==> src/rtl/sltab_pkg.sv <==
`timescale 1ns / 1ps
// ----------------------------------------------------------------------------
// sltab_pkg
// Shared constants and codes for the slot table with id lookup and sort.
// ----------------------------------------------------------------------------
package sltab_pkg;

	// Default sizing
	localparam int SLOTS_DEF      = 16;
	localparam int NAME_BYTES_DEF = 8;
	localparam int ID_BITS_DEF    = 16;

	// Port field widths
	localparam int REQ_W    = 3;
	localparam int IDX_W    = 4;
	localparam int NAME_W   = 64;
	localparam int SID_W    = 16;
	localparam int STATUS_W = 3;
	localparam int RID_W    = 16;
	localparam int TSIZE_W  = 5;

	localparam logic [TSIZE_W-1:0] TSIZE_RESET = 5'd16;

	// Request codes
	localparam logic [REQ_W-1:0] REQ_INS_AT   = 3'd0;
	localparam logic [REQ_W-1:0] REQ_INS_FREE = 3'd1;
	localparam logic [REQ_W-1:0] REQ_REMOVE   = 3'd2;
	localparam logic [REQ_W-1:0] REQ_RENAME   = 3'd3;
	localparam logic [REQ_W-1:0] REQ_FIND     = 3'd4;
	localparam logic [REQ_W-1:0] REQ_SORT     = 3'd5;

	// Status codes
	localparam logic [STATUS_W-1:0] ST_OK        = 3'd0;
	localparam logic [STATUS_W-1:0] ST_BAD       = 3'd1;
	localparam logic [STATUS_W-1:0] ST_FULL      = 3'd2;
	localparam logic [STATUS_W-1:0] ST_NOTFOUND  = 3'd3;
	localparam logic [STATUS_W-1:0] ST_EXHAUSTED = 3'd4;

endpackage

==> src/rtl/sltab_mem.sv <==
`timescale 1ns / 1ps
// ----------------------------------------------------------------------------
// sltab_mem
// Slot record memory: one write port, one read port, registered read data.
// ----------------------------------------------------------------------------
module sltab_mem #(
	parameter int DEPTH = 16,
	parameter int WIDTH = 80
) (
	input  logic                     clk,
	input  logic                     wr_en,
	input  logic [$clog2(DEPTH)-1:0] wr_addr,
	input  logic [WIDTH-1:0]         wr_data,
	input  logic [$clog2(DEPTH)-1:0] rd_addr,
	output logic [WIDTH-1:0]         rd_data
);

	logic [WIDTH-1:0] mem_q [DEPTH];

	// Write the addressed entry
	always_ff @(posedge clk) begin
		if (wr_en) begin
			mem_q[wr_addr] <= wr_data;
		end
	end

	// Register the read data
	always_ff @(posedge clk) begin
		rd_data <= mem_q[rd_addr];
	end

endmodule

==> src/rtl/slot_table_with_id_lookup_and_sort.sv <==
`timescale 1ns / 1ps
// ----------------------------------------------------------------------------
// slot_table_with_id_lookup_and_sort
// Slot table with insert, first-free insert, remove, rename, id lookup and a
// stable ascending sort by name. Names and ids live in a one-read, one-write
// memory.
// ----------------------------------------------------------------------------
//  channel | handshake            | beat contents
//  --------+----------------------+---------------------------------------------
//  in      | in_valid / in_stall  | req_type, slot_index, entry_name, search_id
//  out     | out_valid / out_stall| status, result_index, result_id
//  cfg     | cfg_valid / cfg_ready| cfg_data = table_size
//
//  One request at a time. The first-free scan and find walk the slots from
//  index 0 (find with one memory read per slot); L = table_size saturated
//  to 1..SLOTS. Sort runs L-1 passes over the single memory read port.
//  Reset empties every slot and zeroes the id counter; no clearing pass.
//  A stalled result sits in the output register while the next beat enters.
// ----------------------------------------------------------------------------
module slot_table_with_id_lookup_and_sort
	import sltab_pkg::*;
#(
	parameter int SLOTS      = SLOTS_DEF,
	parameter int NAME_BYTES = NAME_BYTES_DEF,
	parameter int ID_BITS    = ID_BITS_DEF
) (
	input  logic                clk,
	input  logic                arst_n,
	input  logic                in_valid,
	output logic                in_stall,
	input  logic [REQ_W-1:0]    req_type,
	input  logic [IDX_W-1:0]    slot_index,
	input  logic [NAME_W-1:0]   entry_name,
	input  logic [SID_W-1:0]    search_id,
	output logic                out_valid,
	input  logic                out_stall,
	output logic [STATUS_W-1:0] status,
	output logic [IDX_W-1:0]    result_index,
	output logic [RID_W-1:0]    result_id,
	input  logic                cfg_valid,
	output logic                cfg_ready,
	input  logic [TSIZE_W-1:0]  cfg_data
);

	localparam int IW   = $clog2(SLOTS);
	localparam int CW   = $clog2(SLOTS + 1);
	localparam int MW   = NAME_W + ID_BITS;
	localparam int CMPW = (ID_BITS > SID_W) ? ID_BITS : SID_W;
	localparam logic [NAME_W-1:0] NAME_MASK = ~(NAME_W'(0)) << (NAME_W - 8 * NAME_BYTES);

	typedef enum logic [10:0] {
		S_IDLE = 11'b000_0000_0001,
		S_SCAN = 11'b000_0000_0010,
		S_RDSL = 11'b000_0000_0100,
		S_FRD  = 11'b000_0000_1000,
		S_FCK  = 11'b000_0001_0000,
		S_SA   = 11'b000_0010_0000,
		S_SB   = 11'b000_0100_0000,
		S_SC   = 11'b000_1000_0000,
		S_SD   = 11'b001_0000_0000,
		S_SE   = 11'b010_0000_0000,
		S_DONE = 11'b100_0000_0000
	} state_t;

	state_t state_q;

	logic [TSIZE_W-1:0]  tsize_q;
	logic [SLOTS-1:0]    occ_q;
	logic [SLOTS-1:0]    nv_q;
	logic [ID_BITS-1:0]  ctr_q;
	logic [CW-1:0]       cnt_q;
	logic [CW-1:0]       pass_q;
	logic [REQ_W-1:0]    req_q;
	logic [IW-1:0]       idx_q;
	logic [NAME_W-1:0]   name_q;
	logic [SID_W-1:0]    sid_q;
	logic                car_occ_q;
	logic                car_nv_q;
	logic [NAME_W-1:0]   car_name_q;
	logic [ID_BITS-1:0]  car_id_q;
	logic [STATUS_W-1:0] res_st_q;
	logic [IDX_W-1:0]    res_ix_q;
	logic [RID_W-1:0]    res_id_q;
	logic                out_valid_q;
	logic [STATUS_W-1:0] status_q;
	logic [IDX_W-1:0]    result_index_q;
	logic [RID_W-1:0]    result_id_q;

	logic [CW-1:0]      lim;
	logic               in_fire;
	logic [IW-1:0]      in_ix;
	logic [IW-1:0]      cnt_ix;
	logic               bad_ix;
	logic               exh;
	logic [ID_BITS-1:0] new_id;
	logic [IW-1:0]      rd_addr;
	logic               occ_at;
	logic               nv_at;
	logic [MW-1:0]      rd_data;
	logic [NAME_W-1:0]  rd_name;
	logic [ID_BITS-1:0] rd_id;
	logic [NAME_W-1:0]  nxt_name;
	logic [NAME_W-1:0]  car_name;
	logic               swap;
	logic               last_cnt;
	logic               out_free;
	logic               wr_en;
	logic [IW-1:0]      wr_addr;
	logic [NAME_W-1:0]  wr_name;
	logic [ID_BITS-1:0] wr_id;
	logic               wr_occ;
	logic               wr_nv;
	logic               clr_en;
	logic               fill;

	// Saturate the slot count to 1..SLOTS
	always_comb begin
		if (tsize_q == '0) begin
			lim = CW'(1);
		end else if (int'(tsize_q) > SLOTS) begin
			lim = CW'(SLOTS);
		end else begin
			lim = CW'(tsize_q);
		end
	end

	assign in_stall  = (state_q != S_IDLE);
	assign in_fire   = in_valid && !in_stall;
	assign cfg_ready = 1'b1;
	assign in_ix     = IW'(slot_index);
	assign cnt_ix    = cnt_q[IW-1:0];
	assign bad_ix    = int'(slot_index) >= int'(lim);
	assign exh       = (ctr_q == '1);
	assign new_id    = ctr_q + ID_BITS'(1);
	assign last_cnt  = ((cnt_q + CW'(1)) == lim);
	assign out_free  = !out_valid_q || !out_stall;

	// Single read address for memory and flag vectors
	assign rd_addr = (state_q == S_IDLE) ? in_ix : cnt_ix;
	assign occ_at  = occ_q[rd_addr];
	assign nv_at   = nv_q[rd_addr];
	assign rd_name = rd_data[MW-1 -: NAME_W];
	assign rd_id   = rd_data[ID_BITS-1:0];

	// Names of never-written slots read as zero
	assign nxt_name = nv_at ? rd_name : '0;
	assign car_name = car_nv_q ? car_name_q : '0;
	assign swap     = car_name > nxt_name;
	assign fill     = wr_en && ((state_q == S_IDLE) || (state_q == S_SCAN));

	// Select the write for this cycle
	always_comb begin
		wr_en   = 1'b0;
		wr_addr = cnt_ix;
		wr_name = name_q;
		wr_id   = new_id;
		wr_occ  = 1'b1;
		wr_nv   = 1'b1;
		clr_en  = 1'b0;
		case (state_q)
			S_IDLE: begin
				wr_addr = in_ix;
				wr_name = entry_name & NAME_MASK;
				wr_en   = in_fire && (req_type == REQ_INS_AT) && !bad_ix && !occ_at && !exh;
			end
			S_SCAN: begin
				wr_en = !occ_at && !exh;
			end
			S_RDSL: begin
				wr_addr = idx_q;
				wr_id   = rd_id;
				wr_en   = (req_q == REQ_RENAME);
				clr_en  = (req_q == REQ_REMOVE);
			end
			S_SD: begin
				wr_en   = 1'b1;
				wr_addr = IW'(cnt_q - CW'(1));
				wr_name = swap ? rd_name : car_name_q;
				wr_id   = swap ? rd_id : car_id_q;
				wr_occ  = swap ? occ_at : car_occ_q;
				wr_nv   = swap ? nv_at : car_nv_q;
			end
			S_SE: begin
				wr_en   = 1'b1;
				wr_addr = IW'(lim - CW'(1));
				wr_name = car_name_q;
				wr_id   = car_id_q;
				wr_occ  = car_occ_q;
				wr_nv   = car_nv_q;
			end
			default: begin
				wr_en = 1'b0;
			end
		endcase
	end

	sltab_mem #(
		.DEPTH (SLOTS),
		.WIDTH (MW)
	) u_mem (
		.clk     (clk),
		.wr_en   (wr_en),
		.wr_addr (wr_addr),
		.wr_data ({wr_name, wr_id}),
		.rd_addr (rd_addr),
		.rd_data (rd_data)
	);

	// Hold the slot size register
	always_ff @(posedge clk or negedge arst_n) begin
		if (!arst_n) begin
			tsize_q <= TSIZE_RESET;
		end else if (cfg_valid && cfg_ready) begin
			tsize_q <= cfg_data;
		end
	end

	// Update occupancy, written marks and the id counter
	always_ff @(posedge clk or negedge arst_n) begin
		if (!arst_n) begin
			occ_q <= '0;
			nv_q  <= '0;
			ctr_q <= '0;
		end else begin
			if (wr_en) begin
				occ_q[wr_addr] <= wr_occ;
				nv_q[wr_addr]  <= wr_nv;
			end
			if (clr_en) begin
				occ_q[idx_q] <= 1'b0;
			end
			if (fill) begin
				ctr_q <= new_id;
			end
		end
	end

	// Sequence one request
	always_ff @(posedge clk or negedge arst_n) begin
		if (!arst_n) begin
			state_q <= S_IDLE;
			cnt_q   <= '0;
			pass_q  <= '0;
		end else begin
			case (state_q)
				S_IDLE: begin
					cnt_q  <= '0;
					pass_q <= CW'(1);
					if (in_fire) begin
						case (req_type)
							REQ_INS_FREE: state_q <= S_SCAN;
							REQ_REMOVE,
							REQ_RENAME:   state_q <= (bad_ix || !occ_at) ? S_DONE : S_RDSL;
							REQ_FIND:     state_q <= S_FRD;
							REQ_SORT:     state_q <= (lim == CW'(1)) ? S_DONE : S_SA;
							default:      state_q <= S_DONE;
						endcase
					end
				end
				S_SCAN: begin
					if (!occ_at || last_cnt) begin
						state_q <= S_DONE;
					end else begin
						cnt_q <= cnt_q + CW'(1);
					end
				end
				S_RDSL: state_q <= S_DONE;
				S_FRD:  state_q <= S_FCK;
				S_FCK: begin
					if ((occ_at && (CMPW'(rd_id) == CMPW'(sid_q))) || last_cnt) begin
						state_q <= S_DONE;
					end else begin
						cnt_q   <= cnt_q + CW'(1);
						state_q <= S_FRD;
					end
				end
				S_SA: state_q <= S_SB;
				S_SB: begin
					cnt_q   <= CW'(1);
					state_q <= S_SC;
				end
				S_SC: state_q <= S_SD;
				S_SD: begin
					if (last_cnt) begin
						state_q <= S_SE;
					end else begin
						cnt_q   <= cnt_q + CW'(1);
						state_q <= S_SC;
					end
				end
				S_SE: begin
					cnt_q <= '0;
					if ((pass_q + CW'(1)) == lim) begin
						state_q <= S_DONE;
					end else begin
						pass_q  <= pass_q + CW'(1);
						state_q <= S_SA;
					end
				end
				S_DONE: begin
					if (out_free) begin
						state_q <= S_IDLE;
					end
				end
				default: state_q <= S_IDLE;
			endcase
		end
	end

	// Latch request fields, carry record and result
	always_ff @(posedge clk) begin
		case (state_q)
			S_IDLE: begin
				if (in_fire) begin
					req_q  <= req_type;
					idx_q  <= in_ix;
					name_q <= entry_name & NAME_MASK;
					sid_q  <= search_id;
					case (req_type)
						REQ_INS_AT: begin
							if (!bad_ix && !occ_at && !exh) begin
								res_st_q <= ST_OK;
								res_ix_q <= slot_index;
								res_id_q <= RID_W'(new_id);
							end else begin
								res_st_q <= (!bad_ix && !occ_at) ? ST_EXHAUSTED : ST_BAD;
								res_ix_q <= '0;
								res_id_q <= '0;
							end
						end
						REQ_SORT: begin
							res_st_q <= ST_OK;
							res_ix_q <= '0;
							res_id_q <= '0;
						end
						default: begin
							res_st_q <= ST_BAD;
							res_ix_q <= '0;
							res_id_q <= '0;
						end
					endcase
				end
			end
			S_SCAN: begin
				if (!occ_at) begin
					if (exh) begin
						res_st_q <= ST_EXHAUSTED;
					end else begin
						res_st_q <= ST_OK;
						res_ix_q <= IDX_W'(cnt_q);
						res_id_q <= RID_W'(new_id);
					end
				end else if (last_cnt) begin
					res_st_q <= ST_FULL;
				end
			end
			S_RDSL: begin
				res_st_q <= ST_OK;
				res_id_q <= RID_W'(rd_id);
			end
			S_FCK: begin
				if (occ_at && (CMPW'(rd_id) == CMPW'(sid_q))) begin
					res_st_q <= ST_OK;
					res_ix_q <= IDX_W'(cnt_q);
					res_id_q <= RID_W'(rd_id);
				end else if (last_cnt) begin
					res_st_q <= ST_NOTFOUND;
				end
			end
			S_SB: begin
				car_occ_q  <= occ_at;
				car_nv_q   <= nv_at;
				car_name_q <= rd_name;
				car_id_q   <= rd_id;
			end
			S_SD: begin
				if (!swap) begin
					car_occ_q  <= occ_at;
					car_nv_q   <= nv_at;
					car_name_q <= rd_name;
					car_id_q   <= rd_id;
				end
			end
			default: begin
				res_st_q <= res_st_q;
			end
		endcase
	end

	// Drive the output register
	always_ff @(posedge clk or negedge arst_n) begin
		if (!arst_n) begin
			out_valid_q <= 1'b0;
		end else if ((state_q == S_DONE) && out_free) begin
			out_valid_q <= 1'b1;
		end else if (!out_stall) begin
			out_valid_q <= 1'b0;
		end
	end

	always_ff @(posedge clk) begin
		if ((state_q == S_DONE) && out_free) begin
			status_q       <= res_st_q;
			result_index_q <= res_ix_q;
			result_id_q    <= res_id_q;
		end
	end

	assign out_valid    = out_valid_q;
	assign status       = status_q;
	assign result_index = result_index_q;
	assign result_id    = result_id_q;

endmodule

==> config.mk <==
export PLATFORM = sky130hd
export DESIGN_NAME = slot_table_with_id_lookup_and_sort
export DESIGN_NICKNAME = d
export VERILOG_FILES = /design/src/rtl/sltab_pkg.sv /design/src/rtl/sltab_mem.sv /design/src/rtl/slot_table_with_id_lookup_and_sort.sv
export SDC_FILE = /design/constraint.sdc
export NUM_CORES = 2
export LEC_CHECK = 0
export BUFFER_PORTS_ARGS = -buffer_cell sky130_fd_sc_hd__buf_4
export CAP_MARGIN = 20
export CORE_ASPECT_RATIO = 0.9
export CORE_MARGIN = 10
export CORE_UTILIZATION = 50
export CTS_CLUSTER_DIAMETER = 150
export DETAILED_ROUTE_END_ITERATION = 7
export PLACE_DENSITY = 0.66
export SLEW_MARGIN = 20
export SYNTH_ARGS = -nofsm -noshare
export SYNTH_HDL_FRONTEND = slang
export SYNTH_SLANG_ARGS = --single-unit
export TNS_END_PERCENT = 10
==> constraint.sdc <==
create_clock -name clk -period 20.7 [get_ports clk]
set_input_delay 1.035 -clock clk [delete_from_list [all_inputs] [get_ports clk]]
set_output_delay 1.035 -clock clk [all_outputs]
set_load 0.02 [all_outputs]
## Yosys cells after proc, flatten, opt, wreduce, memory -nomap -nowiden

Memory sizes are Yosys's and may differ from the RTL's. A register that Yosys moved wholly into a read port is not among the register bits.
Cells that the tools add are included.
Widths: inputs -> output; s select.

| storage, ports and cells | value |
|---|---|
| memories | 1 |
| output and inout bits | 26 |
| bits in writable memories | 1280 |
| register bits | 290 |
| word-level logic and storage cells | 198 |
| input port bits | 97 |

Memory list:

| memory | words | bits a word | rd ports | clocked after Yosys merged registers in | wr ports | RTL line | RTL |
|---|---|---|---|---|---|---|---|
| u_mem.mem_q | 16 | 80 | 1 | 1 | 1 | sltab_mem.sv:18 | `logic [WIDTH-1:0] mem_q [DEPTH];` |

| cells by class | value |
|---|---|
| bitwise gates (word level) | 2 |
| add/subtract/negate cells | 5 |
| equality and inequality tests | 38 |
| reduce and logical (&&, ||, !) cells | 42 |
| muxes and demuxes | 80 |
| magnitude comparators | 8 |

Operators with widths:

| operator | count |
|---|---|
| $mux 64 | 4 |
| $pmux 64 s3 | 1 |
| $mux 16 | 10 |
| $pmux 64 s2 | 1 |
| $pmux 11 s11 | 1 |
| $mux 11 | 7 |
| $gt 64x64->1 | 1 |
| $pmux 16 s4 | 1 |
| $pmux 16 s3 | 1 |
| $pmux 11 s4 | 1 |
| $bwmux 16 | 2 |
| $pmux 16 s2 | 1 |
| $mux 5 | 6 |
| $mux 4 | 7 |
| $pmux 5 s5 | 1 |
| $mux 3 | 8 |
| $ne 2x2->1 const B | 10 |
| $add 16x1->16 const B | 1 |
| $and 16x16->16 | 1 |
| $eq 16x16->1 | 1 |
| $eq 16x16->1 const B | 1 |
| $not 16->16 | 1 |
| $pmux 4 s4 | 1 |
| $lt 4x5->1 const B | 3 |
| 48 further kinds | 103 |

## Longest topological paths before layout

| logic depth | value |
|---|---|
| depth in word-level cells | 13 |
| depth in mapped cells | 25 |

## Hierarchy

From an unflattened synthesis, not the netlist that was laid out.

| unflattened totals | value |
|---|---|
| cells, all modules | 3727 |
| area total of the unflattened synthesis | 66704.0 um2 |

By module, submodules not included:

| module | instances | area an instance (um2) | cells each | seq. area each (um2) |
|---|---|---|---|---|
| sltab_mem | 1 | 49422.4 | 2054 | 40038.4 |
| slot_table_with_id_lookup_and_sort | 1 | 17281.6 | 1673 | 8335.5 |

## Worst setup path after synthesis

OpenSTA, ideal clock, no wires.

| timing | value |
|---|---|
| kind | in2reg |
| start | input port slot_index[0] |
| end | register car_id_q[0], enable pin |
| buffers on the path | 7 |
| path slack | 8722 ps |
| library setup time | 637 ps |
| stages on the path | 22 |
| arrival | 11342 ps |
| required time | 20063 ps |
| path through | clkbuf_1 -> nand2b_1 -> or4_1 -> buf_2 -> nand2_1 -> mux2i_1 -> a2111o_1 -> o211ai_1 -> clkbuf_1 -> clkbuf_1 -> nand2_1 -> ha_1 -> nand4_1 -> nor3_1 -> a21boi_0 -> or4_1 -> a211o_1 -> o21a_1 -> clkbuf_1 -> clkbuf_1 -> clkbuf_1 -> o21ai_0 |

| on the way | value |
|---|---|
| longest elaborated chain between the ends | 7 |

RTL lines:

| item | RTL line | RTL |
|---|---|---|
| from (decl) | slot_table_with_id_lookup_and_sort.sv:32 | `input logic [IDX_W-1:0] slot_index,` |
| $mux 4 | slot_table_with_id_lookup_and_sort.sv:139 | `assign rd_addr = (state_q == S_IDLE) ? in_ix : cnt_ix;` |
| $bmux 1 s4 | slot_table_with_id_lookup_and_sort.sv:141 | `assign nv_at = nv_q[rd_addr];` |
| $mux 1 (not written as such) | slot_table_with_id_lookup_and_sort.sv:141 |  |
| $mux 64 | slot_table_with_id_lookup_and_sort.sv:146 | `assign nxt_name = nv_at ? rd_name : '0;` |
| $gt 64x64->1 | slot_table_with_id_lookup_and_sort.sv:148 | `assign swap = car_name > nxt_name;` |
| $ne 2x2->1 (no source line) | n/a |  |
| $reduce_and 2->1 (no source line) | n/a |  |
| to (signal assigned) | slot_table_with_id_lookup_and_sort.sv:374 | `car_id_q <= rd_id;` |
| to (signal assigned) | slot_table_with_id_lookup_and_sort.sv:381 | `car_id_q <= rd_id;` |
| to (decl) | slot_table_with_id_lookup_and_sort.sv:80 | `logic [ID_BITS-1:0] car_id_q;` |

No other way between the ends. The select of a mux whose other input is x is not followed.
A chain may end at the register's enable or synchronous reset.

## Final worst setup path

| timing | value |
|---|---|
| start | register state_q[2] |
| end | memory u_mem.mem_q[13][39] (data pin) |

| on the way | value |
|---|---|
| longest elaborated chain between the ends | 8 |

RTL lines:

| item | RTL line | RTL |
|---|---|---|
| from (decl) | slot_table_with_id_lookup_and_sort.sv:65 | `state_t state_q;` |
| from (signal assigned) | slot_table_with_id_lookup_and_sort.sv:253 | `REQ_RENAME: state_q <= (bad_ix \|\| !occ_at) ? S_DONE : S_RDSL;` |
| from (signal assigned) | slot_table_with_id_lookup_and_sort.sv:255 | `REQ_SORT: state_q <= (lim == CW'(1)) ? S_DONE : S_SA;` |
| $eq 11x1->1 | slot_table_with_id_lookup_and_sort.sv:139, slot_table_with_id_lookup_and_sort.sv:160 |  |
| $mux 4 | slot_table_with_id_lookup_and_sort.sv:139 |  |
| $bmux 1 s4 | slot_table_with_id_lookup_and_sort.sv:141 |  |
| $mux 1 (not written as such) | slot_table_with_id_lookup_and_sort.sv:141 |  |
| $mux 64 | slot_table_with_id_lookup_and_sort.sv:146 |  |
| $gt 64x64->1 | slot_table_with_id_lookup_and_sort.sv:148 |  |
| $mux 64 | slot_table_with_id_lookup_and_sort.sv:178 | `wr_name = swap ? rd_name : car_name_q;` |
| $pmux 64 s3 (*) | slot_table_with_id_lookup_and_sort.sv:160 | `case (state_q)` |
| named net u_mem.wr_data[39] | sltab_mem.sv:13 | `input logic [WIDTH-1:0] wr_data,` |
| to (decl) | sltab_mem.sv:18 |  |

Mark *: on every way through the listed nets, which the timed path passes. The rest lies on a longest branch. The select of a mux whose other input is x is not followed.

==> qor.csv <==
stage,metric,value,unit
power_and_ir_drop,Internal,7450,µW
synth,count of cell types in the netlist,81,
clock_network,latest clock arrival within the worst-skew pair,0.82,ns
route,via count,45080,
global_routing,largest net degree at the start of global routing,205,
power_and_ir_drop,combinational power share,33.5,%
clock_network,Worst-path clk slew,0.06,ns
route,Pre-Repair DR Iteration Count,6,
clock_network,H-Tree Depth,4,
sta,max frequency,107.2,MHz
clock_network,clk sinks,1650,
sta,Final Max Tran Viols,0,
clock_network,hold buffer count at cts,1,
synth,Post-synth top flop,edfxtp_1,
finish,most frequent cells in the layout,"edfxtp_1 (1495), nand2_1 (1440), nand3_1 (823)",
sta,Final Hold Viols,0,
worst_setup_path,CP max-delay cell,buf_4,
power_and_ir_drop,sw frac,36.46,%
finish,n_diodes,0,
worst_setup_path,Critical Path Max Stage Delay,0.93,ns
worst_setup_path,critical path data arrival time,9.87,ns
power_and_ir_drop,clock share of power,25.6,%
sta,RSZ-0062 raised after global routing,false,
global_routing,grt ovf,0,
sta,final hold slack,0.4100,ns
finish,"commonest non-fill, non-tap cell in the layout",edfxtp_1,
synth,count of state elements after synthesis,1650,
global_routing,first-pass GRT wire length,278400,µm
worst_setup_path,worst endpoint required time,21.24,ns
floorplan,Core Box Area,0.1355,mm²
finish,FF+latch area,0.04837,mm²
floorplan,starting density of the core,50.38,%
route,Final ANT Viol Nets,0,
synth,Mapped Area,0.06826,mm²
synth,Mean Syn Cell Area,12.48,µm²
global_routing,vias in the first global route,43130,
finish,Final nets,5658,
finish,area of the multi-input gates,0.01864,mm²
route,initial drt markers,5761,
worst_setup_path,worst-path fanout max,135,
worst_setup_path,sequence of cells on the critical path,or4_4 > nor4_4 > buf_4 > mux2i_4 > buf_4 > buf_12 > a2111oi_0 > a211o_1 > o211ai_1 > buf_4 > nand2_1 > ha_1 > and4_1 > nor4bb_1 > nand3_1 > nor2_1 > a211o_1 > o21a_4 > buf_4 > mux2i_1 > o21ai_0 > o21a_1,
global_routing,Total GRT Usage,23.94,%
synth,syn nets,5639,
floorplan,Ports,123,
sta,Worst Max-Slew Pin Slew,1.185,ns
clock_network,cts repair resizes,0,
placed_design,hpwl dp,95520,µm
sta,Setup-failing EPs final,0,
sta,Layout Skew,0.05568,ns
synth,Async SR Flop Fraction,4.545,%
run_status,outcome,finished clean,
placed_design,I/O Buffers,121,
finish,FILL cells,10830,
power_and_ir_drop,peak supply drop,145.8,µV
synth,"EDFF count, synth",1495,
placed_design,gpl congestion,0.8360,
run,max-cap viol count,0,
floorplan,width of the die,409.5,µm
power_and_ir_drop,Overall Power,11720,µW
route,WL/cell,25.07,µm
worst_setup_path,most frequent CP cell,buf_4,
worst_setup_path,Startpoint Class,flop,
finish,synth-to-layout area growth,12.06,%
clock_network,setup bufs post-CTS,0,
sta,Final Critical Period,9.327,ns
worst_setup_path,Worst setup EP type,flop,
synth,Yosys warning total,0,
sta,TNS Setup,0,ns
clock_network,TritonCTS buffer count,163,
global_routing,antenna violations before repair,0,
floorplan,die area,0.1517,mm²
route,routed wire length,186700,µm
sta,Tcrit/Tclk final,45.06,%
floorplan,Die Height,370.5,µm
power_and_ir_drop,P_sw,4275,µW
clock_network,TritonCTS clock tree,done,
clock_network,CTS Buffer Depth,3,
clock_network,Clock Tree Root,clkbuf_16,
power_and_ir_drop,Power Dens Cells,153.3,mW/mm²
floorplan,row count,128,
synth,post-synthesis instance total,5470,
sta,Rel. slew slack,21.03,%
route,DR DRC count,0,
finish,share of cells above drive strength 1,9.380,%
power_and_ir_drop,register share of total power,40.8,%
route,vias per cell,6.051,
finish,Final Cell Area,0.07649,mm²
worst_setup_path,Setup CP Type,flop to flop,
power_and_ir_drop,P_leak,0.02675,µW
placed_design,DP Area,0.07100,mm²
synth,"Seq/Total Area, Yosys",70.87,%
hold_path,path type of the worst min-delay path,primary input to flop,
## cell type report
type | count | share of cell area, %
clock buffer | 223 | 5.906
clock inverter | 82 | 1.217
inverter | 18 | 0.09160
multi-input combinational | 3447 | 24.37
sequential | 1650 | 63.24
tap | 1820 | 2.977
timing repair buffer | 209 | 2.200
## power groups by stage
stage | Combinational (µW) | Clock, µW | Sequential [µW]
global route | 4310 | 3170 | 4810
CTS | 3890 | 3030 | 4780
floorplan | 2720 | 0 | 4760
global placement | 3790 | 0 | 4850
detailed placement | 3880 | 0 | 4850
finish | 3930 | 3000 | 4790
## routing by layer
metal,part of all wire (%),up-vias,routed length [µm],global-route usage (%)
met3,9.4,289,17500,4.403
met2,46,2227,86030,37.59
met5,0,-,0,0
met4,2.3,0,4312,6.836
li1,-,20160,-,-
met1,42,22400,78900,34.18
## worst max-delay path, delay by kind of cell (launching register included)
family / cells / cell delay [ns]
AND/OR/NAND/NOR: 7 / 2.16
multiplexers: 2 / 0.52
AO/OA/AOI/OAI: 7 / 1.96
adder cells (fa/ha/maj): 1 / 0.34
flip-flops: 1 / 0.54
buffers and inverters: 5 / 3.35
## registers in the layout, summed over array words and instances, names as in the netlist, 5 cells and up
| register | count |
|---|---|
| occ_q | 16 |
| state_q | 11 |
| nv_q | 16 |
| res_id_q | 16 |
| u_mem.mem_q | 1280 |
| result_id | 16 |
| sid_q | 16 |
| car_name_q | 64 |
| cnt_q | 5 |
| name_q | 64 |
| u_mem.rd_data | 80 |
| car_id_q | 16 |
| pass_q | 5 |
| ctr_q | 16 |
| tsize_q | 5 |
## cell families after synthesis
| family | synth area share, % |
|---|---|
| buffers and inverters | 2.201 |
| other | 0.005494 |
| DFF | 70.87 |
| and+or+nand+nor | 17.23 |
| muxes | 1.743 |
| AOI/OAI and AO/OA | 5.831 |
| adders and majority gates | 1.320 |
| xor gates and xnor gates | 0.8028 |
## per-stage QoR
step / utilization [%] / instances / worst slack, ns
after floorplan: - / 5470 / 8.722
after global placement: 52.40 / 7142 / 11.58
after detailed placement: 52.40 / 7142 / 11.46
after CTS: 56.43 / 7448 / 11.45
after global routing: 56.46 / 7449 / 10.92
final: 56.46 / 7449 / 11.37
## synth_stat cells (5+ instances only)
cell / n / share of area [%]
a211o_1: 8 / 0.10
a211oi_1: 26 / 0.29
a21boi_0: 8 / 0.088
a21o_1: 6 / 0.066
a21oi_1: 43 / 0.32
a221o_1: 10 / 0.15
a221oi_1: 64 / 0.82
a22oi_1: 5 / 0.055
a311oi_1: 81 / 1.0
a31oi_1: 80 / 0.73
and2_1: 71 / 0.65
and3_1: 93 / 0.85
and4_1: 5 / 0.064
buf_1: 39 / 0.21
buf_2: 55 / 0.40
clkbuf_1: 255 / 1.4
dfrtp_1: 73 / 2.7
dfxtp_1: 80 / 2.3
edfxtp_1: 1495 / 66
ha_1: 72 / 1.3
inv_1: 17 / 0.093
mux2_2: 26 / 0.43
mux2i_1: 75 / 1.1
mux4_2: 6 / 0.20
nand2_1: 1441 / 7.9
nand2b_1: 14 / 0.13
nand3_1: 824 / 6.0
nand4_1: 15 / 0.14
nor2_1: 101 / 0.56
nor2b_1: 7 / 0.064
nor3_1: 26 / 0.19
nor4_1: 16 / 0.15
o21a_1: 67 / 0.74
o21ai_0: 113 / 0.83
or3_1: 8 / 0.073
or4_1: 7 / 0.077
xnor2_1: 38 / 0.49
xor2_1: 22 / 0.28
## path summary, 6_finish.rpt
| kind | from | endpoint | slack, ns | cells after the start |
|---|---|---|---|---|
| setup / recovery | state_q[2] | u_mem.mem_q[13][39] | 11.37 | 22 |
| hold / removal | search_id[0] | sid_q[0] | 0.41 | 1 |
| max in group asynchronous | arst_n | occ_q[12] | 18.86 | 3 |
| hold reg to reg | res_ix_q[3] | result_index[3] | 0.42 | 0 |
| setup reg to reg | state_q[2] | u_mem.mem_q[13][39] | 11.37 | 22 |
| min in group asynchronous | arst_n | ctr_q[0] | 0.60 | 2 |
Power figures use the tool's default switching activity.
